$ cat src/rtl/i2da_pkg.sv
package i2da_pkg;

    localparam int VALUE_W   = 31;
    localparam int DIGIT_W   = 4;
    localparam int DIGITS    = 10;
    localparam int BCD_W     = DIGIT_W * DIGITS;
    localparam int CNT_W     = $clog2(VALUE_W + 1);
    localparam int LEFT_W    = $clog2(DIGITS + 1);
    localparam int CHAR_W    = 6;
    localparam int S_TDATA_W = 32;
    localparam int M_TDATA_W = 8;

    localparam logic [CHAR_W-1:0]  ASCII_ZERO = 6'd48;
    localparam logic [DIGIT_W-1:0] DABBLE_MIN = 4'd5;
    localparam logic [DIGIT_W-1:0] DABBLE_ADD = 4'd3;
    localparam logic [DIGIT_W-1:0] DIGIT_MAX  = 4'd9;

    typedef enum logic [1:0] {
        CONV_IDLE,
        CONV_SHIFT,
        CONV_DONE
    } conv_state_t;

    typedef enum logic [1:0] {
        EMIT_IDLE,
        EMIT_SKIP,
        EMIT_SEND
    } emit_state_t;

    // packed bcd digits handed from the converter to the emitter
    typedef struct packed {
        logic             valid;
        logic [BCD_W-1:0] bcd;
    } i2da_bcd_t;

endpackage

$ cat src/rtl/i2da_dabble.sv
module i2da_dabble (
    input  logic                              aclk,
    input  logic                              aresetn,
    input  logic                              in_valid,
    output logic                              in_ready,
    input  logic [i2da_pkg::VALUE_W-1:0]      in_value,
    output i2da_pkg::i2da_bcd_t               bcd_out,
    input  logic                              bcd_ready
);
    import i2da_pkg::*;

    conv_state_t           state_reg, state_next;
    logic [VALUE_W-1:0]    bin_reg, bin_next;
    logic [BCD_W-1:0]      bcd_reg, bcd_next;
    logic [CNT_W-1:0]      cnt_reg, cnt_next;
    logic [BCD_W-1:0]      corrected;
    logic [DIGIT_W-1:0]    dig;

    // add-3 correction on every digit before the next shift
    always_comb begin
        corrected = '0;
        dig       = '0;
        for (int i = 0; i < DIGITS; i++) begin
            dig = bcd_reg[i*DIGIT_W +: DIGIT_W];
            corrected[i*DIGIT_W +: DIGIT_W] = (dig >= DABBLE_MIN) ? dig + DABBLE_ADD : dig;
        end
    end

    always_comb begin
        state_next = state_reg;
        unique case (state_reg)
            CONV_IDLE:  if (in_valid) state_next = CONV_SHIFT;
            CONV_SHIFT: if (cnt_reg == CNT_W'(1)) state_next = CONV_DONE;
            CONV_DONE:  if (bcd_ready) state_next = CONV_IDLE;
            default:    state_next = CONV_IDLE;
        endcase
    end

    always_comb begin
        bin_next = bin_reg;
        bcd_next = bcd_reg;
        cnt_next = cnt_reg;
        in_ready = 1'b0;
        unique case (state_reg)
            CONV_IDLE: begin
                in_ready = 1'b1;
                if (in_valid) begin
                    bin_next = in_value;
                    bcd_next = '0;
                    cnt_next = CNT_W'(VALUE_W);
                end
            end
            CONV_SHIFT: begin
                bcd_next = {corrected[BCD_W-2:0], bin_reg[VALUE_W-1]};
                bin_next = {bin_reg[VALUE_W-2:0], 1'b0};
                cnt_next = cnt_reg - CNT_W'(1);
            end
            default: begin
            end
        endcase
    end

    assign bcd_out.valid = (state_reg == CONV_DONE);
    assign bcd_out.bcd   = bcd_reg;

    always_ff @(posedge aclk) begin
        if (!aresetn) begin
            state_reg <= CONV_IDLE;
            cnt_reg   <= '0;
        end else begin
            state_reg <= state_next;
            cnt_reg   <= cnt_next;
        end
        bin_reg <= bin_next;
        bcd_reg <= bcd_next;
    end

    a_shift_count: assert property (@(posedge aclk) disable iff (!aresetn)
        state_reg == CONV_SHIFT |-> cnt_reg != '0)
        else $error("shift state with exhausted bit count");

    a_accept_starts: assert property (@(posedge aclk) disable iff (!aresetn)
        in_valid && in_ready |=> state_reg == CONV_SHIFT && cnt_reg == CNT_W'(VALUE_W))
        else $error("accepted value did not start conversion");

endmodule

$ cat src/rtl/i2da_emit.sv
module i2da_emit (
    input  logic                              aclk,
    input  logic                              aresetn,
    input  i2da_pkg::i2da_bcd_t               bcd_in,
    output logic                              bcd_ready,
    output logic                              out_valid,
    input  logic                              out_ready,
    output logic [i2da_pkg::CHAR_W-1:0]       out_char,
    output logic                              out_last
);
    import i2da_pkg::*;

    emit_state_t           state_reg, state_next;
    logic [BCD_W-1:0]      bcd_reg, bcd_next;
    logic [LEFT_W-1:0]     left_reg, left_next;
    logic [DIGIT_W-1:0]    top_digit;

    assign top_digit = bcd_reg[BCD_W-1 -: DIGIT_W];

    always_comb begin
        state_next = state_reg;
        unique case (state_reg)
            EMIT_IDLE: if (bcd_in.valid) state_next = EMIT_SKIP;
            EMIT_SKIP: if (top_digit != '0 || left_reg == LEFT_W'(1)) state_next = EMIT_SEND;
            EMIT_SEND: if (out_ready && left_reg == LEFT_W'(1)) state_next = EMIT_IDLE;
            default:   state_next = EMIT_IDLE;
        endcase
    end

    always_comb begin
        bcd_next  = bcd_reg;
        left_next = left_reg;
        bcd_ready = 1'b0;
        out_valid = 1'b0;
        unique case (state_reg)
            EMIT_IDLE: begin
                bcd_ready = 1'b1;
                if (bcd_in.valid) begin
                    bcd_next  = bcd_in.bcd;
                    left_next = LEFT_W'(DIGITS);
                end
            end
            EMIT_SKIP: begin
                // drop leading zeros, always keeping the units digit
                if (top_digit == '0 && left_reg != LEFT_W'(1)) begin
                    bcd_next  = {bcd_reg[BCD_W-DIGIT_W-1:0], {DIGIT_W{1'b0}}};
                    left_next = left_reg - LEFT_W'(1);
                end
            end
            EMIT_SEND: begin
                out_valid = 1'b1;
                if (out_ready) begin
                    bcd_next  = {bcd_reg[BCD_W-DIGIT_W-1:0], {DIGIT_W{1'b0}}};
                    left_next = left_reg - LEFT_W'(1);
                end
            end
            default: begin
            end
        endcase
    end

    assign out_char = ASCII_ZERO + {{(CHAR_W-DIGIT_W){1'b0}}, top_digit};
    assign out_last = (left_reg == LEFT_W'(1));

    always_ff @(posedge aclk) begin
        if (!aresetn) begin
            state_reg <= EMIT_IDLE;
            left_reg  <= '0;
        end else begin
            state_reg <= state_next;
            left_reg  <= left_next;
        end
        bcd_reg <= bcd_next;
    end

    a_digit_range: assert property (@(posedge aclk) disable iff (!aresetn)
        out_valid |-> top_digit <= DIGIT_MAX && left_reg != '0
                      && left_reg <= LEFT_W'(DIGITS))
        else $error("emitted digit or digit count out of range");

    a_last_ends: assert property (@(posedge aclk) disable iff (!aresetn)
        out_valid && out_ready && out_last |=> state_reg == EMIT_IDLE)
        else $error("emitter kept sending after the last character");

endmodule

$ cat src/rtl/integer_to_decimal_ascii_top.sv
// Prints a non-negative 31-bit integer as decimal ASCII characters, most
// significant digit first, without leading zeros; zero gives a single '0'.
// Each character is one output transaction and the final one carries tlast.
// A value is converted bit-serially by a shift-and-add-3 converter, one
// shift per value bit after it is accepted. The finished digits are then
// handed to the character stage, and a new value is taken only once that
// stage has taken the digits of the last one. The character stage drops
// each leading zero digit, finds the first digit it sends and then sends
// one character per accepted transfer, while the converter already works
// on the next value. The first character is offered once the digits are
// handed off and the leading zero digits are dropped.
module integer_to_decimal_ascii_top (
    input  logic                              aclk,
    input  logic                              aresetn,

    // input transactions
    input  logic                              s_tvalid,
    output logic                              s_tready,
    input  logic [i2da_pkg::S_TDATA_W-1:0]    s_tdata,   // [30:0] value, [31] zero

    // output transactions, one per character
    output logic                              m_tvalid,
    input  logic                              m_tready,
    output logic [i2da_pkg::M_TDATA_W-1:0]    m_tdata,   // [5:0] ascii_char, [7:6] zero
    output logic                              m_tlast    // last_char
);
    import i2da_pkg::*;

    i2da_bcd_t             bcd_link;   // finished digits, converter to emitter
    logic                  bcd_ready;
    logic [CHAR_W-1:0]     char_out;

    // bit-serial binary to bcd converter
    i2da_dabble u_dabble (
        .aclk      (aclk),
        .aresetn   (aresetn),
        .in_valid  (s_tvalid),
        .in_ready  (s_tready),
        .in_value  (s_tdata[VALUE_W-1:0]),
        .bcd_out   (bcd_link),
        .bcd_ready (bcd_ready)
    );

    // digit shift register and output stage
    i2da_emit u_emit (
        .aclk      (aclk),
        .aresetn   (aresetn),
        .bcd_in    (bcd_link),
        .bcd_ready (bcd_ready),
        .out_valid (m_tvalid),
        .out_ready (m_tready),
        .out_char  (char_out),
        .out_last  (m_tlast)
    );

    // pad the character to a whole byte
    assign m_tdata = {{(M_TDATA_W-CHAR_W){1'b0}}, char_out};

endmodule
$ cat config.mk
export PLATFORM = sky130hd
export DESIGN_NAME = integer_to_decimal_ascii_top
export DESIGN_NICKNAME = d
export VERILOG_FILES = /design/src/rtl/i2da_pkg.sv /design/src/rtl/i2da_dabble.sv /design/src/rtl/i2da_emit.sv /design/src/rtl/integer_to_decimal_ascii_top.sv
export SDC_FILE = /design/constraint.sdc
export NUM_CORES = 1
export LEC_CHECK = 0
export BUFFER_PORTS_ARGS = -buffer_cell sky130_fd_sc_hd__buf_2
export CAP_MARGIN = 30
export CORE_MARGIN = 10
export CORE_UTILIZATION = 40
export CTS_BUF_LIST = sky130_fd_sc_hd__clkbuf_4 sky130_fd_sc_hd__clkbuf_8 sky130_fd_sc_hd__clkbuf_16
export DETAILED_ROUTE_END_ITERATION = 6
export GPL_TIMING_DRIVEN = 1
export PLACE_DENSITY = 0.56
export SLEW_MARGIN = 5
export SYNTH_ARGS = -nofsm -noshare
export SYNTH_HDL_FRONTEND = slang
export SYNTH_SLANG_ARGS = --single-unit
$ cat constraint.sdc
create_clock -name aclk -period 7.4 [get_ports aclk]
set_input_delay 2.22 -clock aclk [delete_from_list [all_inputs] [get_ports aclk]]
set_output_delay 2.22 -clock aclk [all_outputs]
set_load 0.1 [all_outputs]
==> flow_metrics.py, run 1 <==
metrics = {
    "timing": {
        "clock_skew_ps": 6.07,
        "drv_slew": 0,
        "relSlewSlack_pct": 65.5,
        "setup_tns_ps": 0,
        "post-route-period-util_pct": 55.2,
        "hold-worst-slack_ps": 505,
        "period_needed_ps": 4080,
        "hold_violations": 0,
        "rsz0062_at_grt": "no",
        "fmax_mhz": 245,
        "worstMarginPinSlew_ps": 518,
        "setup_viol": 0,
    },
    "die": {
        "fp.coreArea_um2": 14600,
        "io_pins": 47,
        "start_util_pct": 41.1,
        "chipWidth_um": 143,
        "die_y_um": 143,
        "rows": 44,
        "die_area_um2": 20400,
    },
    "power": {
        "p_per_area_nw_per_um2": 356,
        "swShare_pct": 29.9,
        "pwr-share-comb_pct": 22.8,
        "clkPwrFrac_pct": 33.9,
        "ir_drop_mv": 0.183,
        "p_int_uw": 1760,
        "power.switching_uw": 749,
        "p_leak_uw": 0.00280,
        "pwr-share-seq_pct": 43.3,
    },
    "critical_path": {
        "timing.rr.start": "u_emit.state_reg[0]",
        "r2r-end": "u_emit.bcd_reg[24]",
        "path_max_fanout": 5,
        "cp_slowest_stage_delay_ps": 420,
        "critPathArrivalTime_ps": 1860,
        "cp.buffers_inverters": 2,
        "critPathSlowestCell": "buf_2",
        "required_ps": 5180,
        "critPathKind": "flip-flop to output port",
        "crit_chain": "ha_1 -> or3b_4 -> inv_1 -> buf_2",
        "cp-start-kind": "flip-flop",
        "endpoint_kind": "output port",
        "reg2reg_slack_ps": 4970,
        "r2r_cells": 6,
        "crit_family": "buffers and inverters",
    },
    "logic_synthesis": {
        "synth.top_cell.area_share_pct": 55.3,
        "synth-adder-area-share_pct": 6.02,
        "async_flop_share_pct": 0,
        "synthSimpleGateAreaFrac_pct": 15.2,
        "yosys.area.top_type": "edfxtp_1",
        "synth_mux_area_share_pct": 3.53,
        "post_synth_xor_area_fraction_pct": 2.76,
        "seq_area_frac_synth_pct": 59.6,
        "synth_area_um2": 6030,
        "yosysMostFrequentCell": "nand2_1",
        "ys_types": 36,
        "synth_cells": 547,
        "synth-seq-cells": 124,
        "avgSynthCellArea_um2": 11.0,
        "synthFlopType": "edfxtp_1",
        "yosys-top-cells-count": "130 x nand2_1, 111 x edfxtp_1, 32 x o21ai_0",
        "synth_compound_area_share_pct": 8.53,
        "synth_top_family_by_area": "simple AND/OR/NAND/NOR gates",
        "synth_edf_count": 111,
        "synth.top_cells.by_area": "edfxtp_1 55%, nand2_1 8.1%, ha_1 6.0%, dfxtp_1 4.3%, mux2_2 3.4%",
        "yosys_warnings": 0,
    },
    "clock_network": {
        "clk_latency_ps": 410,
        "cts_tree": "built",
        "clk_pin_slew_ps": 50,
        "cts_buffers": 17,
        "cts_setup_buffers": 0,
        "clockRootBuffer": "clkbuf_16",
        "htreeDepth": 4,
        "clkSinkCount": 124,
        "cts_hold_buf": 0,
        "clk_path_buf_depth": 2,
        "cts-resized-gates": 0,
    },
    "layout": {
        "drive_above_1_share_pct": 17.7,
        "n_antenna_cell": 0,
        "area_growth_pct": 16.7,
        "fin_area_um2": 7030,
        "seq_area_um2": 3590,
        "fillers": 1345,
        "stdcell_count": 784,
        "multi_input_area_um2": 2200,
        "fin_nets": 652,
    },
    "place": {
        "dp_hpwl_um": 7010,
        "place_congestion": 0.752,
        "dp_cells": 751,
        "placed_area_um2": 6400,
        "port_buffers": 41,
    },
    "global_routing": {
        "grt_overflow_total": 0,
        "antenna_found_initial": 0,
        "grt_max_degree": 78,
        "grt_util_all_layers_pct": 11.3,
        "grt_pass1_wl_um": 18500,
        "grt_pass1_vias": 3951,
    },
    "hold_path": {
        "whs_endpoint": "u_dabble.bin_reg[13]",
        "hp-class": "flip-flop to flip-flop",
        "worstHoldPathCells": 2,
        "hold_path_startpoint": "u_dabble.bin_reg[12]",
    },
    "drt": {
        "wl_per_cell_um": 13.8,
        "drt_iter0_drc": 262,
        "vias": 3821,
        "routed_via_density": 4.87,
        "drc": 0,
        "routed_wl_um": 10800,
        "dr.pass1.iters": 4,
        "ant_nets": 0,
    },
    "outcome": {
        "status": "finished, final reports clean",
    },
    "run": {
        "cap_violations": 0,
    },
}
==> power by group through the flow <==
stage	sequential, uW	combinational (uW)	clock, uW
floorplan	1070	473	0
global placement	1100	539	0
detailed placement	1100	573	0
CTS	1090	577	868
global route	1110	638	903
finish	1080	571	848
==> layout by cell type, fill, tap and decap left out, types with 2 or more instances in the layout <==
master / count
a211oi_1: 14
a21o_1: 3
a21oi_1: 26
a31oi_1: 2
and2_1: 2
buf_12: 3
buf_2: 41
buf_4: 3
bufinv_16: 4
clkbuf_16: 17
clkinv_2: 8
clkinvlp_4: 2
conb_1: 4
dfxtp_1: 13
edfxtp_1: 111
ha_1: 28
inv_1: 30
mux2_2: 18
nand2_1: 130
nand2b_1: 12
nand3_1: 4
nand3b_1: 3
nor2_1: 29
nor2b_1: 13
nor3_1: 10
nor4_1: 2
o21ai_0: 32
xnor2_1: 10
xor2_1: 9
==> cell type report <==
| class | count | area share (%) |
|---|---|---|
| Clock inverter | 15 | 2.55 |
| Sequential cell | 124 | 51.1 |
| Inverter | 30 | 1.60 |
| Timing Repair Buffer | 47 | 4.09 |
| Clock buffer | 17 | 6.05 |
| Multi-Input combinational cell | 367 | 31.3 |
| Tap cell | 184 | 3.28 |
==> worst max path at each step <==
stage / from / endpoint / cells past startpoint
6_report: u_emit.left_reg[0] / m_tlast / 4
5_1_grt: u_emit.left_reg[0] / m_tlast / 4
4_1_cts: u_emit.left_reg[0] / m_tlast / 4
3_5_place_dp: m_tready / u_emit.bcd_reg[13] / 5
3_3_place_gp: m_tready / u_emit.bcd_reg[12] / 4
2_1_floorplan: s_tvalid / u_dabble.cnt_reg[4] / 3
==> metal layers <==
layer	part of all wire, %	GRT usage (%)	vias up
met3	3.7	3.85	11
met2	45	17.3	59
met5	0	0	-
met1	50	14.1	1785
li1	-	-	1966
met4	1.4	5.65	0
==> cell families (layout without fill, tap and decap cells) <==
logic type                 Yosys count  count (layout)
muxes                               19              19
AOI/OAI and AO/OA                   85              85
other                                2               4
buffers and inverters               58             109
DFF                                124             124
and+or+nand+nor                    211             211
adders and majority gates           29              29
xor gates and xnor gates            19              19
==> worst min-delay path, cell delays in order, from the launching register on <==
cell	delay, ps
edfxtp_1	320
nand2_1	40
nand2_1	40
==> stage by stage <==
step                      utilization, %  total power (uW)  setup slack [ps]
after floorplan                        -              1550              1360
after global placement              43.5              1640              3280
after detailed placement            43.7              1670              3470
after CTS                           47.9              2530              3290
after global routing                48.0              2650              3220
final                               48.0              2500              3320
No activity file was read; power rests on OpenSTA's default activity.
==> inputs of run 2 (changes only) <==
==> constraint.sdc (replaced) <==
create_clock -name aclk -period 3.9 [get_ports aclk]
set_input_delay 1.17 -clock aclk [delete_from_list [all_inputs] [get_ports aclk]]
set_output_delay 1.17 -clock aclk [all_outputs]
set_load 0.1 [all_outputs]
==> run 2 against run 1 <==
Register-to-register slack got worse by 3500 ps. Critical path depth unchanged. Non-clock buffer count increased by 1. Hold slack improved by 4.8 ps. Sequential cell count unchanged. Clock-buffer cell count increased by 9. Largest cell class unchanged.
==> flow_metrics.py, run 2 (synthesis results as in run 1) <==
metrics = {
    "layout": {
        "fillers": 1333,
        "drive_above_1_share_pct": 18.0,
        "n_antenna_cell": 0,
        "multi_input_area_um2": 2200,
        "area_growth_pct": 16.5,
        "seq_area_um2": 3590,
        "mostFrequentLayoutCell": "nand2_1",
        "final_cell_mix": "130 x nand2_1, 111 x edfxtp_1, 41 x buf_2, 32 x o21ai_0, 30 x inv_1",
        "fin_nets": 653,
    },
    "drt": {
        "dr.pass1.iters": 4,
        "wl_per_cell_um": 13.9,
        "ant_nets": 0,
        "drc": 0,
        "drt_iter0_drc": 275,
        "routed_via_density": 4.93,
        "vias": 3873,
        "routed_wl_um": 10900,
    },
    "clock_network": {
        "cts-resized-gates": 0,
        "cts_tree": "built",
        "clk_path_buf_depth": 2,
        "clk_pin_slew_ps": 60,
        "cts_buffers": 17,
        "clkSinkCount": 124,
        "cts_hold_buf": 0,
        "clockRootBuffer": "clkbuf_16",
        "cts_setup_buffers": 0,
        "htreeDepth": 4,
        "clk_latency_ps": 410,
    },
    "power": {
        "power_uw": 4650,
        "ir_drop_mv": 0.328,
        "p_leak_uw": 0.00280,
        "p_per_area_nw_per_um2": 663,
    },
    "place": {
        "place_congestion": 0.763,
        "port_buffers": 41,
        "dp_hpwl_um": 6890,
    },
    "critical_path": {
        "path_max_fanout": 5,
        "endpoint_kind": "output port",
        "required_ps": 2730,
        "reg2reg_slack_ps": 1430,
        "cp-start-kind": "flip-flop",
        "critPathKind": "flip-flop to output port",
        "r2r-end": "u_emit.bcd_reg[25]",
        "critPathArrivalTime_ps": 1870,
        "r2r_cells": 6,
        "startpoint": "u_emit.left_reg[0]",
        "setup.worst_path.end": "m_tlast",
        "timing.rr.start": "u_emit.state_reg[0]",
    },
    "timing": {
        "drv_slew": 0,
        "post-route-period-util_pct": 77.9,
        "setup_viol": 0,
        "period_needed_ps": 3040,
        "worstMarginPinSlew_ps": 582,
        "hold_violations": 0,
        "setup_tns_ps": 0,
        "relSlewSlack_pct": 61.2,
        "rsz0062_at_grt": "no",
        "fmax_mhz": 329,
        "clock_skew_ps": 10.6,
    },
    "die": {
        "rows": 44,
        "die_area_um2": 20400,
        "start_util_pct": 41.1,
        "io_pins": 47,
        "die_y_um": 143,
        "fp.coreArea_um2": 14600,
        "chipWidth_um": 143,
    },
    "global_routing": {
        "grt_util_all_layers_pct": 11.4,
        "grt_pass1_vias": 3942,
        "grt_pass1_wl_um": 18600,
        "grt_max_degree": 78,
        "antenna_found_initial": 0,
        "grt_overflow_total": 0,
    },
    "run": {
        "cap_violations": 0,
    },
    "outcome": {
        "status": "finished, final reports clean",
    },
    "hold_path": {
        "hp-class": "flip-flop to flip-flop",
    },
}
==> run 2: power breakdown <==
part	switching (uW)	leakage [uW]	internal (uW)	total (uW)
Clock	547	0.000296	977	1520
Combinational	710	0.00128	360	1070
Sequential	149	0.00123	1910	2060
==> run 2: how the worst min path moves through the flow <==
stage                               from                   end  slack, ps  cells after the start
finish               u_dabble.bin_reg[3]   u_dabble.bin_reg[4]        510                      2
CTS                 u_dabble.bin_reg[13]  u_dabble.bin_reg[14]        510                      2
global route        u_dabble.bin_reg[13]  u_dabble.bin_reg[14]        520                      2
detailed placement  u_dabble.bin_reg[13]  u_dabble.bin_reg[14]        500                      2
floorplan             u_emit.left_reg[0]    u_emit.left_reg[0]        480                      2
global placement    u_dabble.bin_reg[17]  u_dabble.bin_reg[18]        490                      2
==> run 2: per-stage QoR <==
stage	cells	hold slack, ps	utilization (%)	instance area [um^2]	setup WS [ps]
6_report	785	510	47.9	7020	863
5_1_grt	785	524	47.9	7020	773
4_1_cts	784	512	47.8	7000	831
3_5_place_dp	752	496	43.8	6420	1060
3_3_place_gp	750	487	43.6	6380	1090
2_1_floorplan	549	477	-	6040	269
==> run 2: routing by layer <==
| metal | up-vias | wire length [um] | global-route usage [%] |
|---|---|---|---|
| met4 | 0 | 151 | 5.21 |
| met1 | 1847 | 5400 | 14.5 |
| met5 | - | 0 | 0 |
| li1 | 1965 | - | - |
| met2 | 46 | 4970 | 17.3 |
| met3 | 15 | 408 | 3.88 |
==> run 2: area by class of cell <==
class                   count  share of cell area (%)
clock buffers              26                    7.38
flip-flops and latches    124                    51.2
repair buffers             48                    4.31
inverters                  30                    1.60
clock inverters             6                   0.856
multi-input cells         367                    31.4
well taps                 184                    3.28
==> run 2: critical path, stage by stage (launching register included) <==
cell	delay [ps]
dfxtp_1	390
ha_1	160
or3b_4	410
inv_1	70
buf_2	420
==> inputs of run 3 (changes only) <==
==> constraint.sdc (replaced) <==
create_clock -name aclk -period 2.95 [get_ports aclk]
set_input_delay 0.885 -clock aclk [delete_from_list [all_inputs] [get_ports aclk]]
set_output_delay 0.885 -clock aclk [all_outputs]
set_load 0.1 [all_outputs]
==> run 3 against run 2 <==
Clock skew shrank 3.9 ps. Sequential share of layout area rose by 0.48 points. Die area stayed put. Critical path type unchanged. Critical endpoint unchanged. Largest cell class unchanged. Largest power group unchanged. Highest routed layer unchanged.
==> flow_metrics.py, run 3 (synthesis results as in run 1) <==
metrics = {
    "layout": {
        "stdcell_count": 784,
        "drive_above_1_share_pct": 16.7,
        "multi_input_area_um2": 2200,
        "fin_nets": 652,
        "area_growth_pct": 15.4,
        "final_cell_mix": "130 x nand2_1, 111 x edfxtp_1, 41 x buf_2, 32 x o21ai_0, 30 x inv_1",
        "seq_area_um2": 3590,
        "fillers": 1362,
        "mostFrequentLayoutCell": "nand2_1",
        "n_antenna_cell": 0,
    },
    "power": {
        "pwr-share-comb_pct": 23.7,
        "swShare_pct": 30.6,
        "p_per_area_nw_per_um2": 864,
        "power_uw": 6010,
        "ir_drop_mv": 0.641,
        "pwr-share-seq_pct": 45.3,
        "power.switching_uw": 1840,
        "p_leak_uw": 0.00276,
        "clkPwrFrac_pct": 31.1,
        "p_int_uw": 4170,
    },
    "critical_path": {
        "endpoint_kind": "output port",
        "critPathArrivalTime_ps": 1870,
        "cp-start-kind": "flip-flop",
        "required_ps": 2070,
        "reg2reg_slack_ps": 740,
        "critPathKind": "flip-flop to output port",
        "path_max_fanout": 5,
    },
    "drt": {
        "dr.pass1.iters": 4,
        "ant_nets": 0,
        "routed_wl_um": 10700,
        "wl_per_cell_um": 13.6,
        "drt_iter0_drc": 217,
        "routed_via_density": 4.93,
        "drc": 0,
        "vias": 3864,
    },
    "global_routing": {
        "grt_overflow_total": 0,
        "grt_util_all_layers_pct": 11.0,
        "antenna_found_initial": 0,
        "grt_max_degree": 59,
        "grt_pass1_wl_um": 17900,
        "grt_pass1_vias": 3787,
    },
    "die": {
        "rows": 44,
        "io_pins": 47,
        "start_util_pct": 41.1,
        "fp.coreArea_um2": 14600,
        "chipWidth_um": 143,
        "die_area_um2": 20400,
        "die_y_um": 143,
    },
    "clock_network": {
        "cts_tree": "built",
        "clk_pin_slew_ps": 50,
        "clkSinkCount": 124,
        "cts_setup_buffers": 0,
        "cts-resized-gates": 0,
        "clk_path_buf_depth": 2,
        "cts_buffers": 17,
        "cts_hold_buf": 0,
        "clockRootBuffer": "clkbuf_16",
        "clk_latency_ps": 420,
        "htreeDepth": 4,
    },
    "timing": {
        "setup_viol": 0,
        "fmax_mhz": 363,
        "relSlewSlack_pct": 55.7,
        "hold_violations": 0,
        "clock_skew_ps": 6.75,
        "post-route-period-util_pct": 93.3,
        "worstMarginPinSlew_ps": 665,
        "period_needed_ps": 2750,
        "rsz0062_at_grt": "no",
        "setup_tns_ps": 0,
        "drv_slew": 0,
    },
    "run": {
        "cap_violations": 0,
    },
    "place": {
        "dp_hpwl_um": 6870,
        "place_congestion": 0.767,
        "dp_cells": 752,
        "port_buffers": 41,
    },
    "hold_path": {
        "hp-class": "flip-flop to flip-flop",
    },
    "outcome": {
        "status": "finished, final reports clean",
    },
}
-- run 3: cell count changes in the layout (fill, tap and decap cells not counted) --
cell      delta
buf_8        -1
clkbuf_4     -2
clkbuf_8     -4
clkinv_1     +7
inv_4        -1
-- run 3: routing by layer --
layer | global-route usage (%) | share of wire [%] | wire [um] | up-vias
met3 | 3.68 | 3.9 | 418 | 19
met1 | 13.3 | 48 | 5110 | 1820
met4 | 5.27 | 1.9 | 198 | 0
met5 | 0 | 0 | 0 | -
li1 | - | - | - | 1963
met2 | 17.4 | 46 | 4960 | 62
-- run 3: final timing paths --
kind / end / from / cells past startpoint
max: m_tlast / u_emit.left_reg[0] / 4
max reg2reg: u_emit.bcd_reg[5] / u_emit.state_reg[0] / 6
min reg2reg: u_dabble.bin_reg[4] / u_dabble.bin_reg[3] / 2
min: u_dabble.bin_reg[4] / u_dabble.bin_reg[3] / 2
-- run 3: final cells by class --
type / instances / area share (%)
clock inverters: 12 / 1.15
inverters: 30 / 1.62
multi-input cells: 367 / 31.7
repair buffers: 47 / 4.14
clock buffers: 20 / 6.44
flip-flops and latches: 124 / 51.7
well taps: 184 / 3.31
-- run 3: through the flow --
step                util, %  area (um^2)  setup slack, ps  hold WS [ps]
finish                 47.5         6950              198           504
global route           47.5         6950              137           519
CTS                    47.5         6950              179           509
detailed placement     43.9         6420              575           497
global placement       43.9         6420              585           488
floorplan                 -         6040              437           477
-- run 3: power by group through the flow --
stage | logic (uW) | clock network (uW) | registers (uW)
2_1_floorplan | 1190 | 0 | 2690
3_3_place_gp | 1400 | 0 | 2750
3_5_place_dp | 1430 | 0 | 2750
4_1_cts | 1440 | 1920 | 2730
5_1_grt | 1570 | 2000 | 2780
6_report | 1420 | 1870 | 2720
-- run 3: worst max-delay path, stage by stage, from the launching register on --
cell     delay [ps]
dfxtp_1         400
ha_1            170
or3b_4          400
inv_1            60
buf_2           420
